--- src/hw/rtl/bte_pkg.sv ---
// Shared types, constants and tables for the bonded term energy block.
// No dependencies; every other file refers to it by scoped names.
`timescale 1ns / 1ps

package bte_pkg;

   localparam logic [1:0] OP_BOND     = 2'd0;
   localparam logic [1:0] OP_ANGLE    = 2'd1;
   localparam logic [1:0] OP_DIHEDRAL = 2'd2;
   localparam logic [1:0] OP_IMPROPER = 2'd3;

   localparam int CORDIC_STEPS_DEF = 16;
   localparam int QUEUE_DEPTH      = 4;

   // degrees in Q16.16
   localparam logic signed [33:0] DEG_FULL    = 34'sd23592960;
   localparam logic signed [33:0] DEG_HALF    = 34'sd11796480;
   localparam logic signed [33:0] DEG_QUARTER = 34'sd5898240;

   // multiple of a full turn that makes any 35-bit angle positive
   localparam logic [36:0] RED_OFFSET = 37'd96636764160;
   // floor(2^24 / 45); a full turn is 45 * 2^19
   localparam logic [18:0] RECIP45    = 19'd372827;
   localparam logic [5:0]  TURN_DIV   = 6'd45;

   localparam logic [40:0]        DEG2RAD_Q46 = 41'd1228166294537;
   localparam logic signed [33:0] CORDIC_GAIN = 34'sd652032874;

   typedef struct packed {
      logic [1:0]         op;
      logic               fneg;
      logic [31:0]        fmag;
      logic signed [17:0] pd;
      logic [127:0]       sq;
      logic [31:0]        z0;
      logic               flip0;
      logic [31:0]        z1;
      logic               flip1;
   } bte_item_type;

   function automatic logic signed [32:0] cordic_atan(input logic [4:0] idx);
      logic signed [32:0] v;
      case (idx)
         5'd0:  v = 33'sd843314857;
         5'd1:  v = 33'sd497837829;
         5'd2:  v = 33'sd263043837;
         5'd3:  v = 33'sd133525159;
         5'd4:  v = 33'sd67021687;
         5'd5:  v = 33'sd33543516;
         5'd6:  v = 33'sd16775851;
         5'd7:  v = 33'sd8388437;
         5'd8:  v = 33'sd4194283;
         5'd9:  v = 33'sd2097149;
         5'd10: v = 33'sd1048576;
         5'd11: v = 33'sd524288;
         5'd12: v = 33'sd262144;
         5'd13: v = 33'sd131072;
         5'd14: v = 33'sd65536;
         5'd15: v = 33'sd32768;
         5'd16: v = 33'sd16384;
         5'd17: v = 33'sd8192;
         5'd18: v = 33'sd4096;
         5'd19: v = 33'sd2048;
         5'd20: v = 33'sd1024;
         5'd21: v = 33'sd512;
         5'd22: v = 33'sd256;
         5'd23: v = 33'sd128;
         5'd24: v = 33'sd64;
         5'd25: v = 33'sd32;
         5'd26: v = 33'sd16;
         5'd27: v = 33'sd8;
         5'd28: v = 33'sd4;
         5'd29: v = 33'sd2;
         5'd30: v = 33'sd1;
         default: v = 33'sd0;
      endcase
      return v;
   endfunction

endpackage

--- src/hw/rtl/bte_fifo.sv ---
// Short queue of classified terms between front end and evaluator.
// Register array with read and write pointers. Uses bte_pkg.
`timescale 1ns / 1ps

module bte_fifo (
   input  logic                  clock,
   input  logic                  reset,
   input  logic                  push,
   input  bte_pkg::bte_item_type push_item,
   input  logic                  pop,
   output logic                  head_valid,
   output bte_pkg::bte_item_type head_item,
   output logic                  full
);

   localparam int PW = $clog2(bte_pkg::QUEUE_DEPTH);
   localparam int CW = $clog2(bte_pkg::QUEUE_DEPTH + 1);

   bte_pkg::bte_item_type mem_ff [bte_pkg::QUEUE_DEPTH];
   logic [PW-1:0] wr_ff, rd_ff;
   logic [CW-1:0] cnt_ff;
   logic          do_pop;

   assign do_pop     = pop && (cnt_ff != '0);
   assign head_valid = (cnt_ff != '0);
   assign head_item  = mem_ff[rd_ff];
   assign full       = (cnt_ff == CW'(bte_pkg::QUEUE_DEPTH));

   always_ff @(posedge clock) begin
      if (push) begin
         mem_ff[wr_ff] <= push_item;
      end
   end

   always_ff @(posedge clock) begin
      if (reset) begin
         wr_ff  <= '0;
         rd_ff  <= '0;
         cnt_ff <= '0;
      end else begin
         if (push) begin
            wr_ff <= (wr_ff == PW'(bte_pkg::QUEUE_DEPTH - 1)) ? '0 : wr_ff + 1'b1;
         end
         if (do_pop) begin
            rd_ff <= (rd_ff == PW'(bte_pkg::QUEUE_DEPTH - 1)) ? '0 : rd_ff + 1'b1;
         end
         cnt_ff <= cnt_ff + CW'(push) - CW'(do_pop);
      end
   end

endmodule

--- config.mk ---
export PLATFORM = sky130hd
export DESIGN_NAME = bte_fifo
export DESIGN_NICKNAME = d
export VERILOG_FILES = /design/src/hw/rtl/bte_pkg.sv /design/src/hw/rtl/bte_fifo.sv
export SDC_FILE = /design/constraint.sdc
export NUM_CORES = 1
export LEC_CHECK = 0
export BUFFER_PORTS_ARGS = -buffer_cell sky130_fd_sc_hd__buf_2
export CORE_UTILIZATION = 57
export CTS_CLUSTER_DIAMETER = 100
export DETAILED_ROUTE_END_ITERATION = 8
export GPL_ROUTABILITY_DRIVEN = 0
export PLACE_DENSITY = 0.83
export SLEW_MARGIN = 10
export SYNTH_ARGS = -nofsm -noshare
export SYNTH_HDL_FRONTEND = slang
export SYNTH_SLANG_ARGS = --single-unit
--- constraint.sdc ---
create_clock -name clock -period 9.5 [get_ports clock]
set_input_delay 0.95 -clock clock [delete_from_list [all_inputs] [get_ports clock]]
set_output_delay 0.95 -clock clock [all_outputs]
set_load 0.01 [all_outputs]
==> results of run 1 <==
-- cell usage in the layout (no fill, tap or decap), types with 6 or more instances in the layout --
cell and count:
clkbuf_16 98, edfxtp_1 988, dfxtp_1 7, ha_1 6
buf_2 499, mux4_2 247, clkinv_2 19, clkbuf_1 18
diode_2 21, clkinv_1 23, buf_12 7
-- metal layers --
layer | up-vias | global-route usage (%)
met5 | - | 0
met4 | 22 | 8.47
met3 | 163 | 6.58
met2 | 702 | 40.6
met1 | 8758 | 28.6
li1 | 6956 | -
-- flip-flops by register name, indices dropped and copies added, names as in the netlist, named ones only --
register and cells:
mem_ff 988, wr_ff 2, cnt_ff 3, rd_ff 2
-- logic make-up after synthesis --
| kind of cell | count (synthesis) | synth area share (%) |
|---|---|---|
| AND/OR/NAND/NOR | 17 | 0.285 |
| XOR/XNOR | 1 | 0.0653 |
| AO/OA/AOI/OAI | 2 | 0.0378 |
| multiplexers | 253 | 15.5 |
| buffers and inverters | 59 | 1.87 |
| adder cells (fa/ha/maj) | 7 | 0.261 |
| flip-flops | 997 | 82.0 |
-- final cells by class --
class / count / area (µm²) / share of cell area, %
diodes: 21 / 52.6 / 0.124
well taps: 846 / 1060 / 2.49
multi-input cells: 280 / 5870 / 13.8
inverters: 4 / 15.0 / 0.0353
flip-flops and latches: 997 / 29900 / 70.2
clock inverters: 56 / 453 / 1.07
clock buffers: 116 / 2520 / 5.93
repair buffers: 511 / 2680 / 6.29
-- worst max-delay path, delay by kind of cell (launching register included) --
family | cells | cell delay [ps]
flip-flops | 1 | 930
buffers and inverters | 2 | 800
multiplexers | 1 | 640
-- power by group through the flow --
stage	logic, W	clock network, W	registers (W)
CTS	0.00176	0.00364	0.00514
detailed placement	0.00174	0	0.00523
floorplan	0.00128	0	0.00519
finish	0.00174	0.00358	0.00514
global placement	0.00171	0	0.00521
global route	0.00184	0.00379	0.00516
-- worst max path at each step --
stage / cells past startpoint / end / from
6_report: 3 / head_item[132] / flip-flop
5_1_grt: 3 / head_item[154] / flip-flop
4_1_cts: 3 / head_item[132] / flip-flop
3_5_place_dp: 3 / head_item[72] / flip-flop
3_3_place_gp: 3 / head_item[200] / flip-flop
2_1_floorplan: 1 / mem_ff[0][0] / push
-- per-stage QoR --
step           area [µm²]  setup WS [ps]  cells  util [%]
3_5_place_dp        39500           5920   2638      62.6
5_1_grt             42500           5090   2820      67.3
3_3_place_gp        39500           5900   2638      62.6
6_report            42500           5360   2831      67.4
4_1_cts             42500           5230   2810      67.3
2_1_floorplan       36400           2330   1336         -
==> impl_metrics.tcl, run 1 <==
set metrics [dict create \
    status "finished, final reports clean" \
    cp.required_ps 8550 \
    hold_start "rd_ff[1]" \
    cts_setup_buffers 0 \
    grt_overflow_total 0 \
    finalPower_w 0.0105 \
    synth_area_leaders "edfxtp_1 82%, mux4_2 15%, buf_12 1.4%, dfxtp_1 0.50%, buf_2 0.33%" \
    p_switching_w 0.00256 \
    min_period_ps 4140 \
    reg2reg_to "mem_ff[3][16]" \
    post_cts_resized 0 \
    clock_skew_ps 35.1 \
    endpoint_kind "output pin" \
    syn_inst 1336 \
    reg2reg_slack_ps 6850 \
    setup_viol 0 \
    area_growth_pct 16.8 \
    crit_path_cell_trace "buf_12, mux4_2, buf_2" \
    r2r_start "wr_ff[0]" \
    clk_pin_slew_ps 60 \
    hold_viol_final 0 \
    maxSlewHeadroom_pct 22.7 \
    fmax_ghz 0.241 \
    timing.final.crit_share_pct 43.6 \
    synth-warning-count 0 \
    cap_violations 0 \
    power_density_nw_per_um2 246 \
    viasPerCell 5.86 \
    yosysTopAreaCell "edfxtp_1" \
    seq_area_frac_synth_pct 82.0 \
    netlist_area_um2 36400 \
    worstSkewPairLatency_ps 640 \
    fp.dieArea_um2 64900 \
    met2_wirelength_mm 41.2 \
    clk_path_buf_depth 3 \
    core_area_um2 63100 \
    worstPathMaxFanout 103 \
    yosysMostFrequentCell "edfxtp_1" \
    slowest_stage "dfxtp_4" \
    netlist_top_cells_count "988 x edfxtp_1, 247 x mux4_2, 25 x buf_12" \
    dieWidth_um 255 \
    power.leakage_nw 14.1 \
    whs_ps 496 \
    hpwl_mm 43.9 \
    route.met3.wl_mm 6.05 \
    synth_seq_cells 997 \
    cts.sinks 997 \
    synth_edf_count 988 \
    finalSetupTns_ps 0 \
    critPathLaunchType "flip-flop" \
    ant_nets 0 \
    hold_path.class "flip-flop to flip-flop" \
    nFillCells 3853 \
    htreeDepth 3 \
    synth_cell_types 26 \
    seq_power_share_pct 49.1 \
    peakVddDrop_mv 0.213 \
    synth_top_area_share_pct 81.5 \
    cts_buffers 96 \
    vias 16600 \
    dr.pass1.iters 5 \
    ys_async_sr_fraction_pct 0 \
    routed.top_layer "met5" \
    wl_mm 77.0 \
    rsz0062_at_grt "no" \
    clkPwrFrac_pct 34.3 \
    final_nets 2148 \
    antenna_found_initial 24 \
    avgSynthCellArea_um2 27.2 \
    synth_fp_nets 1594 \
    top_level_ports 500 \
    die_y_um 255 \
    critPathKind "flip-flop to output pin" \
    grt_pass1_wl_mm 111 \
    start_util_pct 57.7 \
    grt_pass1_vias 17500 \
    slew_violations 0 \
    track_usage_pct 23.6 \
    switching_share_pct 24.5 \
    cts_tree "done" \
    routedWlPerCell_um 27.2 \
    rows 92 \
    cts_hold_buf 0 \
    grt_max_degree 146 \
    cp.arrival_ps 3190 \
    reg2reg_depth 3 \
    worst_pin_slew_ps 1160 \
    met1_length_mm 27.3 \
    drive_above_1_share_pct 45.8 \
    combPwrFrac_pct 16.6 \
    cts_root_buffer "clkbuf_16" \
    port_buffers 499 \
    drc_errors 0 \
    drt_iter0_drc 1434 \
    p_int_w 0.00790 \
    synth-main-ff-cell "edfxtp_1" \
    critPathMaxStageDelay_ps 930 \
    whs_path_depth 2 \
]
Power figures use the tool's default switching activity.
==> run 2: changes to the inputs <==
ABC_AREA = 1   (was default)
CORE_UTILIZATION = 52   (was 57)
PLACE_DENSITY = 0.8   (was 0.83)
clock period = 3.7 ns   (was 9.5 ns; I/O delays follow)
==> run 2 against run 1 <==
  * Total power increased to 2.9 times the previous value
  * Synthesized cell count increased by 83%
  * Die area increased by 13%
  * Via count increased by 49%
  * Sequential power increased to 2.5 times the previous value
  * Cell area increased by 10%
  * Register-to-register slack got worse by 5500 ps
  * Largest cell class unchanged
  * Highest routed layer unchanged
==> impl_metrics.tcl, run 2 <==
set metrics [dict create \
    drt_iter0_drc 2475 \
    p_int_w 0.0210 \
    antenna_found_initial 13 \
    cts_hold_buf 248 \
    hold_path.class "primary input to flip-flop" \
    synth_compound_area_share_pct 12.4 \
    seq_area_frac_synth_pct 79.6 \
    slew_violations 0 \
    fp.dieArea_um2 73200 \
    whs_path_depth 3 \
    clk_path_buf_depth 3 \
    top_level_ports 500 \
    rows 98 \
    final_area_um2 46800 \
    whs_ps 116 \
    cts_setup_buffers 0 \
    netlist_area_um2 37500 \
    synth.area.mux_share_pct 0 \
    reg2reg_depth 5 \
    track_usage_pct 25.8 \
    largest_reg_flops 988 \
    synth_top_family_by_area "compound AO/OA/AOI/OAI gates" \
    vias 24800 \
    grtUsageMet2_pct 44.5 \
    final_cell_mix "988 x edfxtp_1, 505 x nor2_1, 499 x buf_2" \
    timing.final.crit_share_pct 98.7 \
    wl_mm 97.2 \
    grt_overflow_total 0 \
    cp.arrival_ps 3280 \
    synth_area_leaders "edfxtp_1 79%, o21ai_0 6.6%, nor2_1 5.1%, o22ai_2 3.3%, o22ai_1 2.5%" \
    status "finished, final reports clean" \
    worstSkewPairLatency_ps 640 \
    top_register "mem_ff" \
    clk_pin_slew_ps 60 \
    yosys.area_share.simple_pct 5.24 \
    setup_viol 0 \
    hpwl_mm 52.0 \
    synth-warning-count 0 \
    drive_above_1_share_pct 25.0 \
    cap_violations 0 \
    synth_seq_cells 997 \
    use_met1_pct 30.4 \
    cts.sinks 997 \
    yosysMostFrequentCell "edfxtp_1" \
    worst_pin_slew_ps 1250 \
    fmax_ghz 0.274 \
    combPwrFrac_pct 25.2 \
    ys_async_sr_fraction_pct 0 \
    critPathKind "flip-flop to output pin" \
    power_density_nw_per_um2 653 \
    critPathLaunchType "flip-flop" \
    grt_pass1_wl_mm 145 \
    switching_share_pct 31.4 \
    synth_xor_area_share_pct 0.0233 \
    grt_pass1_vias 25600 \
    routedWlPerCell_um 22.9 \
    hold_start "pop" \
    netlist_top_cells_count "988 x edfxtp_1, 505 x nor2_1, 495 x o21ai_0" \
    rsz0062_at_grt "no" \
    maxSlewHeadroom_pct 16.9 \
    cts_tree "done" \
    avgSynthCellArea_um2 15.3 \
    port_buffers 499 \
    reg.largest.list "mem_ff x988, cnt_ff x3" \
    worstPathMaxFanout 150 \
    layout_commonest_cell "edfxtp_1" \
    clkPwrFrac_pct 31.8 \
    htreeDepth 3 \
    synth_edf_count 988 \
    hold_viol_final 0 \
    cts_root_buffer "clkbuf_16" \
    final_nets 3456 \
    dr.pass1.iters 5 \
    grt-busiest-layer "met2" \
    power.leakage_nw 16.5 \
    clock_skew_ps 32.0 \
    die_y_um 271 \
    grt.met3_usage_pct 5.81 \
    synth_top_area_share_pct 79.1 \
    seq_power_share_pct 42.9 \
    cp.required_ps 3330 \
    synthAdderAreaFrac_pct 0.253 \
    cts_buffers 97 \
    post_cts_resized 0 \
    drc_errors 0 \
    synth_fp_nets 2709 \
    peakVddDrop_mv 0.630 \
    min_period_ps 3650 \
    start_util_pct 52.5 \
    core_area_um2 71500 \
    synth-main-ff-cell "edfxtp_1" \
    grt_max_degree 235 \
    yosysTopAreaCell "edfxtp_1" \
    endpoint_kind "output pin" \
    r2r_start "wr_ff[0]" \
    dieWidth_um 271 \
    ant_nets 0 \
    placed_area_um2 41200 \
    synth_cell_types 24 \
    p_switching_w 0.00960 \
    nFillCells 4572 \
    viasPerCell 5.84 \
    area_growth_pct 24.8 \
    syn_inst 2451 \
]
run 2: power by group through the flow:
| stage | combinational (W) | clock, W | sequential, W |
|---|---|---|---|
| after global routing | 0.00822 | 0.0102 | 0.0132 |
| after floorplan | 0.00440 | 0 | 0.0133 |
| final | 0.00772 | 0.00973 | 0.0131 |
| after CTS | 0.00751 | 0.00977 | 0.0131 |
| after global placement | 0.00693 | 0 | 0.0133 |
| after detailed placement | 0.00721 | 0 | 0.0134 |
run 2: through the flow:
stage	setup slack (ps)	TNS (ps)	std cells	utilization [%]	power (W)
floorplan	-1000	-987440	2451	-	0.0177
global placement	1220	0	3801	57.6	0.0203
detailed placement	1230	0	3801	57.6	0.0206
CTS	471	0	4231	65.5	0.0304
global route	200	0	4240	65.5	0.0316
finish	48.6	0	4247	65.5	0.0306
run 2: layout make-up:
type,count,area [µm²],area share [%]
clock buffer,124,2570,5.49
antenna,16,40.0,0.0855
inverter,16,92.6,0.198
tap,950,1190,2.54
clock inverter,58,572,1.22
timing repair buffer,811,5760,12.3
multi-input combinational,1275,6750,14.4
sequential,997,29900,63.8
run 2: cell families (layout without fill, tap and decap cells):
group / count (synthesis) / count (layout)
AOI/OAI and AO/OA: 746 / 746
xor gates and xnor gates: 1 / 1
adders and majority gates: 7 / 7
buffers and inverters: 179 / 1009
DFF: 997 / 997
other: 0 / 16
and+or+nand+nor: 521 / 521
run 2: critical path, cell delays in order, from the launching register on:
cell and delay, ps:
dfxtp_4 710, buf_12 370, o21ai_0 390, o22ai_1 420
buf_2 210
run 2: final timing paths:
path | slack [ps] | to
setup / recovery | 50 | head_item[227]
hold / removal | 120 | rd_ff[1]
setup reg to reg | 1360 | mem_ff[0][93]
hold reg to reg | 510 | wr_ff[1]
run 2: per-layer routing:
metal / vias to the layer above / part of all wire, %
li1: 10800 / -
met1: 12200 / 35
met2: 1498 / 51
met3: 272 / 8.9
met4: 2 / 4.5
met5: - / 0.013
==> run 3: changes to the inputs <==
MAX_ROUTING_LAYER = met4   (was default)
==> run 3 against run 2 <==
  * Combinational power is essentially flat
  * Sequential power hardly changed
  * Count of clock-buffer cells in the layout unchanged
  * Non-clock buffer count unchanged
  * Highest routed layer is now met4
  * Setup slack better by 270 ps
==> impl_metrics.tcl, run 3 (synthesis gave the netlist of run 2 again) <==
set metrics [dict create \
    cts.sinks 997 \
    setup_viol 0 \
    maxSlewHeadroom_pct 16.2 \
    crit_path_cell_trace "buf_12, o21ai_0, o22ai_1, buf_2" \
    worstSkewPairLatency_ps 640 \
    area_growth_pct 24.8 \
    placed_area_um2 41200 \
    drt_iter0_drc 2453 \
    power_density_nw_per_um2 653 \
    finalPower_w 0.0306 \
    holdPathEnd "rd_ff[1]" \
    cts_tree "done" \
    antenna_found_initial 13 \
    layout_commonest_cell "edfxtp_1" \
    critPathKind "flip-flop to output pin" \
    grt_pass1_wl_mm 145 \
    htreeDepth 3 \
    crit_buf_inv 2 \
    fin_util_pct 65.5 \
    grtUsageMet2_pct 44.7 \
    grt_pass1_vias 25600 \
    status "finished, final reports clean" \
    hold_start "pop" \
    vias 24900 \
    timing.final.crit_share_pct 91.4 \
    slew_violations 0 \
    largest_reg_flops 988 \
    top_level_ports 500 \
    dieWidth_um 271 \
    endpoint_kind "output pin" \
    use_met1_pct 30.3 \
    final_nets 3456 \
    worstPathMaxFanout 150 \
    final_area_um2 46800 \
    cp_top_family "buffers and inverters" \
    reg2reg_slack_ps 1360 \
    fmax_ghz 0.296 \
    port_buffers 499 \
    rsz0062_at_grt "no" \
    routedWlPerCell_um 22.9 \
    clk_path_buf_depth 3 \
    critPathMaxStageDelay_ps 710 \
    drc_errors 0 \
    cp.arrival_ps 3010 \
    min_period_ps 3380 \
    wl_mm 97.3 \
    drive_above_1_share_pct 25.0 \
    peakVddDrop_mv 0.628 \
    worst_pin_slew_ps 1260 \
    grt_overflow_total 0 \
    power.leakage_nw 16.5 \
    reg.largest.list "mem_ff x988, cnt_ff x3" \
    cp_num_cells 4 \
    clk_pin_slew_ps 60 \
    whs_path_depth 3 \
    viasPerCell 5.86 \
    hold_viol_final 0 \
    grt.met3_usage_pct 5.67 \
    hold_path.class "primary input to flip-flop" \
    final_cell_mix "988 x edfxtp_1, 505 x nor2_1, 499 x buf_2" \
    hpwl_mm 52.0 \
    core_area_um2 71500 \
    die_y_um 271 \
    critPathLaunchType "flip-flop" \
    cts_root_buffer "clkbuf_16" \
    slowest_stage "dfxtp_4" \
    start_util_pct 52.5 \
    ant_nets 0 \
    nFillCells 4573 \
    r2r_start "wr_ff[0]" \
    cts_hold_buf 248 \
    reg2reg_to "mem_ff[0][93]" \
    rows 98 \
    cap_violations 0 \
    dr.pass1.iters 7 \
    grt-busiest-layer "met2" \
    post_cts_resized 0 \
    cp.required_ps 3330 \
    cts_setup_buffers 0 \
    cts_buffers 97 \
    track_usage_pct 26.6 \
    reg2reg_depth 5 \
    fp.dieArea_um2 73200 \
    top_register "mem_ff" \
    grt_max_degree 235 \
    clock_skew_ps 27.8 \
]
-- run 3: cell counts in the layout (fill, tap and decap cells not counted) --
No cell type changed its count.
-- run 3: power by group --
part,internal (W),switching (W),leakage [nW]
Combinational,0.00259,0.00513,5.82
Sequential,0.0129,0.000193,9.15
Clock,0.00546,0.00426,1.49
-- run 3: worst min-delay path, delay by kind of cell --
| family | cells | cell delay, ps |
|---|---|---|
| AOI/OAI and AO/OA | 1 | 100 |
| buffers and inverters | 1 | 140 |
| and+or+nand+nor | 1 | 100 |
-- run 3: how the worst max path moves through the flow --
stage / end
floorplan: mem_ff[0][0]
global placement: head_item[207]
detailed placement: head_item[189]
CTS: head_item[47]
global route: head_item[47]
finish: head_item[227]
-- run 3: per-stage QoR --
stage                     hold slack [ps]  cells  worst slack, ps  setup TNS (ps)
after floorplan                       435   2451            -1000         -987440
after global placement                467   3801             1220               0
after detailed placement              493   3801             1230               0
after CTS                            53.8   4231              471               0
after global routing                  112   4243              233               0
final                                 121   4247              318               0
-- run 3: per-layer routing --
| metal | part of all wire (%) | vias to the layer above |
|---|---|---|
| li1 | - | 10800 |
| met1 | 35 | 12300 |
| met2 | 52 | 1462 |
| met3 | 8.6 | 262 |
| met4 | 4.2 | 0 |
| met5 | 0 | - |
-- run 3: cell type report --
cell class	count	area (µm²)	share of cell area (%)
clock buffers	124	2570	5.49
clock inverters	58	572	1.22
repair buffers	811	5760	12.3
inverters	16	92.6	0.198
diodes	16	40.0	0.0855
flip-flops and latches	997	29900	63.8
multi-input cells	1275	6750	14.4
well taps	950	1190	2.54
